**config.mk**
```make
export PLATFORM = sky130hd
export DESIGN_NAME = mru_cell
export DESIGN_NICKNAME = d
export VERILOG_FILES = /design/src/hdl/assert_macros.svh /design/src/hdl/mru_pkg.sv /design/src/hdl/mru_cell.sv
export SDC_FILE = /design/constraint.sdc
export NUM_CORES = 2
export LEC_CHECK = 0
export BUFFER_PORTS_ARGS = -buffer_cell sky130_fd_sc_hd__clkbuf_2
export CORE_MARGIN = 10
export CORE_UTILIZATION = 50
export DETAILED_ROUTE_END_ITERATION = 8
export HOLD_SLACK_MARGIN = 0.12
export PLACE_DENSITY = 0.73
export SYNTH_ARGS = -nofsm -noshare
export SYNTH_HDL_FRONTEND = slang
export SYNTH_SLANG_ARGS = --single-unit
```
**constraint.sdc**
```tcl
create_clock -name clk_i -period 6.9 [get_ports clk_i]
set_input_delay 0.345 -clock clk_i [delete_from_list [all_inputs] [get_ports clk_i]]
set_output_delay 0.345 -clock clk_i [all_outputs]
set_load 0.05 [all_outputs]
```
**src/hdl/assert_macros.svh**
```systemverilog
// Assertion macros used by the top-level RTL file of the residue unit.
`ifndef ASSERT_MACROS_SVH
`define ASSERT_MACROS_SVH

// Checks a property on every rising clock edge outside reset.
`define MRU_ASSERT(lbl, prop, msg) \
  lbl: assert property (@(posedge clk_i) disable iff (!rst_ni) (prop)) else $error(msg);

// Checks that a condition never holds outside reset.
`define MRU_NEVER(lbl, cond, msg) \
  lbl: assert property (@(posedge clk_i) disable iff (!rst_ni) !(cond)) else $error(msg);

`endif

```
**src/hdl/mru_pkg.sv**
```systemverilog
// Package with the types, constants and modular helpers of the residue unit.
`timescale 1ns / 1ps
package mru_pkg;

  localparam int unsigned WordBits = 60;
  localparam int unsigned NumRegs  = 4;

  typedef logic [WordBits-1:0] word_t;

  typedef struct packed {
    logic load;
    logic red;
    logic base_en;
    logic bit_c;
    logic prep;
    logic mul;
    logic upd;
    logic cap;
    logic shift;
  } ctrl_t;

  // One step of a most-significant-first reduction: (2r + b) mod m, r < m.
  function automatic word_t red_step(word_t r, logic b, word_t m);
    logic [WordBits:0] t;
    t = {r, b};
    if (t >= {1'b0, m}) begin
      t = t - {1'b0, m};
    end
    return t[WordBits-1:0];
  endfunction

  // Modular sum of two reduced values.
  function automatic word_t add_mod(word_t a, word_t b, word_t m);
    logic [WordBits:0] s;
    s = {1'b0, a} + {1'b0, b};
    if (s >= {1'b0, m}) begin
      s = s - {1'b0, m};
    end
    return s[WordBits-1:0];
  endfunction

endpackage

```
**src/hdl/mru_cell.sv**
```systemverilog
// One lane cell: holds the state for one modulus and a stage of the result chain.
`timescale 1ns / 1ps
module mru_cell (
  input  logic           clk_i,
  input  logic           rst_ni,
  input  mru_pkg::ctrl_t ctrl_i,
  input  mru_pkg::word_t mod_i,
  input  mru_pkg::word_t nb_res_i,
  output mru_pkg::word_t res_o
);
  import mru_pkg::*;

  word_t rr_q, w_q;
  word_t sw_q, sr_q;
  word_t xc_q, xw_q, xr_q, xb_q;
  word_t d_q, t_q, nw_q;
  word_t o_q;
  word_t sum;
  logic  m_ok;

  assign m_ok = (mod_i >= word_t'(2));
  assign sum  = add_mod(xr_q, t_q, mod_i);
  assign res_o = o_q;

  always_ff @(posedge clk_i or negedge rst_ni) begin
    if (!rst_ni) begin
      rr_q <= '0;
      w_q  <= word_t'(1);
    end else if (ctrl_i.upd) begin
      if (!m_ok || ctrl_i.cap) begin
        rr_q <= '0;
        w_q  <= word_t'(1);
      end else begin
        rr_q <= sum;
        w_q  <= nw_q;
      end
    end
  end

  always_ff @(posedge clk_i) begin
    if (ctrl_i.load) begin
      sw_q <= w_q;
      sr_q <= rr_q;
      xc_q <= '0;
      xw_q <= '0;
      xr_q <= '0;
      xb_q <= word_t'(1);
    end else if (ctrl_i.red) begin
      xc_q <= red_step(xc_q, ctrl_i.bit_c, mod_i);
      xw_q <= red_step(xw_q, sw_q[WordBits-1], mod_i);
      xr_q <= red_step(xr_q, sr_q[WordBits-1], mod_i);
      sw_q <= {sw_q[WordBits-2:0], 1'b0};
      sr_q <= {sr_q[WordBits-2:0], 1'b0};
      if (ctrl_i.base_en) begin
        xb_q <= red_step(xb_q, 1'b0, mod_i);
      end
    end else if (ctrl_i.prep) begin
      d_q  <= xw_q;
      t_q  <= '0;
      nw_q <= '0;
    end else if (ctrl_i.mul) begin
      if (xc_q[0]) begin
        t_q <= add_mod(t_q, d_q, mod_i);
      end
      if (xb_q[0]) begin
        nw_q <= add_mod(nw_q, d_q, mod_i);
      end
      d_q  <= add_mod(d_q, d_q, mod_i);
      xc_q <= {1'b0, xc_q[WordBits-1:1]};
      xb_q <= {1'b0, xb_q[WordBits-1:1]};
    end
  end

  always_ff @(posedge clk_i) begin
    if (ctrl_i.cap) begin
      o_q <= m_ok ? sum : '0;
    end else if (ctrl_i.shift) begin
      o_q <= nb_res_i;
    end
  end

endmodule
```
==> flow_summary.json <==
{
  "slew_viol_final": 9,
  "worst_pin_slew_ps": 1510,
  "ys_seq_area_share_pct": 26.7,
  "yosysUniqueCellTypes": 125,
  "yosysWarnings": 0,
  "grt_use_total_pct": 32.2,
  "cts_max_path_buffers": 3,
  "post-route-util_pct": 55.4,
  "p_leak_nw": 33.4,
  "die_x_microns": 393,
  "cts_root_buf": "clkbuf_16",
  "crit_slowest_cell": "edfxtp_1",
  "nNetsFinal": 9456,
  "syn2layout_area_growth_pct": 9.69,
  "hold_class": "input pin to asynchronous set/reset pin",
  "dpl_worst_slack_ps": 195,
  "grt_start_max_net_pins": 138,
  "powerDensity_nw_per_um2": 268,
  "initial_core_util_pct": 50.5,
  "grt.overflow.total": 0,
  "end_kind": "flop",
  "portBuffers": 190,
  "drc_errors": 0,
  "start_kind": "flop",
  "hpwl_mm": 198,
  "worstPathArrival_ps": 7110,
  "detail_route.vias_per_cell": 6.47,
  "numCtsBuffers": 91,
  "rows": 136,
  "cts_tree": "yes",
  "final_cells": 10500,
  "synth.top_cell.area_share_pct": 15.5,
  "syn_area_sq_um": 69600,
  "setup_ws_ps": 234,
  "path_max_fanout": 19,
  "rsz0062_at_grt": "true",
  "setup.worst_path.class": "flop to flop",
  "grt_pass1_wl_mm": 386,
  "power.total_mw": 20.5,
  "syn-mean-instance-area_sq_um": 8.11,
  "finalCritPeriodShare_pct": 96.6,
  "io-pin-count": 191,
  "ys_ff_latch": 720,
  "ys_async_sr_fraction_pct": 16.7,
  "synthTopCellsByArea": "edfxtp_1 16%, ha_1 12%, dfxtp_1 6.9%, a21oi_1 6.4%, xnor2_1 4.6%",
  "max-cap-violations": 1,
  "layout-drive-gt1-share_pct": 8.66,
  "synth_nets": 9386,
  "layout_commonest_cell": "a21oi_1",
  "synth_top_area_cell": "edfxtp_1",
  "crit_required_ps": 7350,
  "first_global_vias": 63800,
  "antenna_found_initial": 20,
  "fin_skew_ps": 53.1,
  "drt_iter0_markers": 6773,
  "cts_max_level": 3,
  "insertion_delay_ps": 740,
  "clock_sinks": 720,
  "fp.dieH_microns": 393,
  "dieArea_sq_um": 155000,
  "post-route-min-period_ps": 6670,
  "wl_mm": 260,
  "clkTransAtPathRegs_ps": 70,
  "antenna_left": 0,
  "violations": "capacitance limit, slew limit",
  "hold_violations": 0,
  "ir_drop_mv": 0.231,
  "vias": 68200,
  "netlist_instances": 8584,
  "max_freq_mhz": 150,
  "n_fill_cell": 12800,
  "dr.pass1.iters": 6,
  "place_inst": 10300,
  "ys.flop_type": "edfxtp_1",
  "status": "finished, violations left",
  "core_sq_um": 138000,
  "setup_viol": 0,
  "wl_per_cell_microns": 24.7,
  "synth-edff-count": 360,
  "critPathMaxStageDelay_ps": 500,
  "layout_common_cells": "886 x a21oi_1, 769 x nand2_1, 723 x nor2_1, 659 x ha_1, 503 x o21ai_0",
  "slew_headroom_pct": -1.06,
  "gp_congestion": 1.04
}
[synth_stat cells, types with 18 or more instances]
master and instances:
o31ai_1 43, o21ai_0 505, or3_1 37, o21a_1 69, nor2_1 729, a221o_1 32, a311oi_1 48, a41oi_1 24
nor3_1 128, a21boi_0 19, mux2_2 120, inv_1 430, buf_2 43, a21o_1 397, dfxtp_1 240, nand2_1 771
nand3_1 145, nand3b_1 49, xor2_1 235, o31a_1 18, nor4_1 49, and2_1 37, a31oi_1 80, clkbuf_1 384
dfrtp_1 119, xnor2_1 364, o211ai_1 98, and3_1 103, nand2b_1 67, o21bai_1 129, a221oi_1 22, o311ai_0 43
mux2i_1 156, or2_2 22, a211o_1 22, a211oi_1 188, a22o_1 18, edfxtp_1 360, nand4_1 150, o22ai_1 137
o21ai_1 20, a21oi_1 890, ha_1 660, nor2b_1 86
[path summary, 6_finish.rpt]
check                           from       end  slack [ps]  cells past startpoint
max                           d_q[1]   t_q[58]         230                     26
min                           rst_ni   w_q[19]         180                      2
max reg2reg                   d_q[1]   t_q[58]         230                     26
min reg2reg                 xb_q[30]  xb_q[30]         470                      2
max in group asynchronous     rst_ni  rr_q[11]        5520                      3
min in group clk_i         ctrl_i[7]   xw_q[3]         200                      3
[power breakdown]
group / total, mW / switching, mW / internal (mW) / leakage, nW
registers: 5.63 / 0.416 / 5.21 / 7.15
logic: 9.76 / 5.95 / 3.81 / 24.7
clock network: 5.09 / 2.14 / 2.95 / 1.49
total: 20.5 / 8.50 / 12.0 / 33.4
[layer usage]
metal | share of wire, % | global-route usage (%) | vias to the layer above
li1 | - | - | 32000
met1 | 40 | 40.8 | 32400
met2 | 44 | 50.4 | 3238
met3 | 9.5 | 6.36 | 617
met4 | 6.8 | 19.0 | 16
met5 | 0.044 | 0 | -
[final cells by class]
cell class | count | area, sq um | share of cell area [%]
Sequential cell | 720 | 18600 | 24.4
Inverter | 433 | 1630 | 2.14
Antenna cell | 12 | 30.0 | 0.0393
Tap cell | 1794 | 2240 | 2.94
Timing Repair Buffer | 435 | 3150 | 4.12
Multi-Input combinational cell | 6973 | 47600 | 62.3
Clock buffer | 125 | 2530 | 3.31
Clock inverter | 45 | 551 | 0.721
[cell families (layout without fill, tap and decap cells)]
logic type	after synthesis	after routing	share of synthesized area, %
adders and majority gates	671	671	12.2
and+or+nand+nor	2456	2456	16.5
buffers and inverters	891	1038	5.10
xor gates and xnor gates	599	599	7.54
other	0	12	0
DFF	720	720	26.7
AOI/OAI and AO/OA	2969	2969	27.7
muxes	278	278	4.22
[repair_timing]
| action | 4_1_cts | 5_1_grt |
|---|---|---|
| gates resized for setup | 0 | 15 |
| hold buffers | 64 | 0 |
| endpoints found under the hold margin | 101 | 0 |
| buffers inserted | 0 | 2 |
| endpoints found under the setup margin | 0 | 211 |
[critical path: cells and delay by family, from the launching register on]
family | cells | cell delay, ps
mux | 1 | 70
xor+xnor | 1 | 110
simple gates | 6 | 1810
fa+ha+maj | 2 | 670
flops | 1 | 500
compound gates | 13 | 2670
buf+inv | 3 | 540
[per-stage QoR]
step / hold slack, ps / TNS (ps) / area [sq um]
2_1_floorplan: 49.4 / 0 / 69600
3_3_place_gp: 344 / 0 / 72500
3_5_place_dp: 347 / 0 / 72500
4_1_cts: 155 / 0 / 76200
5_1_grt: 219 / -74.8 / 76300
6_report: 180 / 0 / 76400
Note: power is estimated with default switching activity, not from simulation.
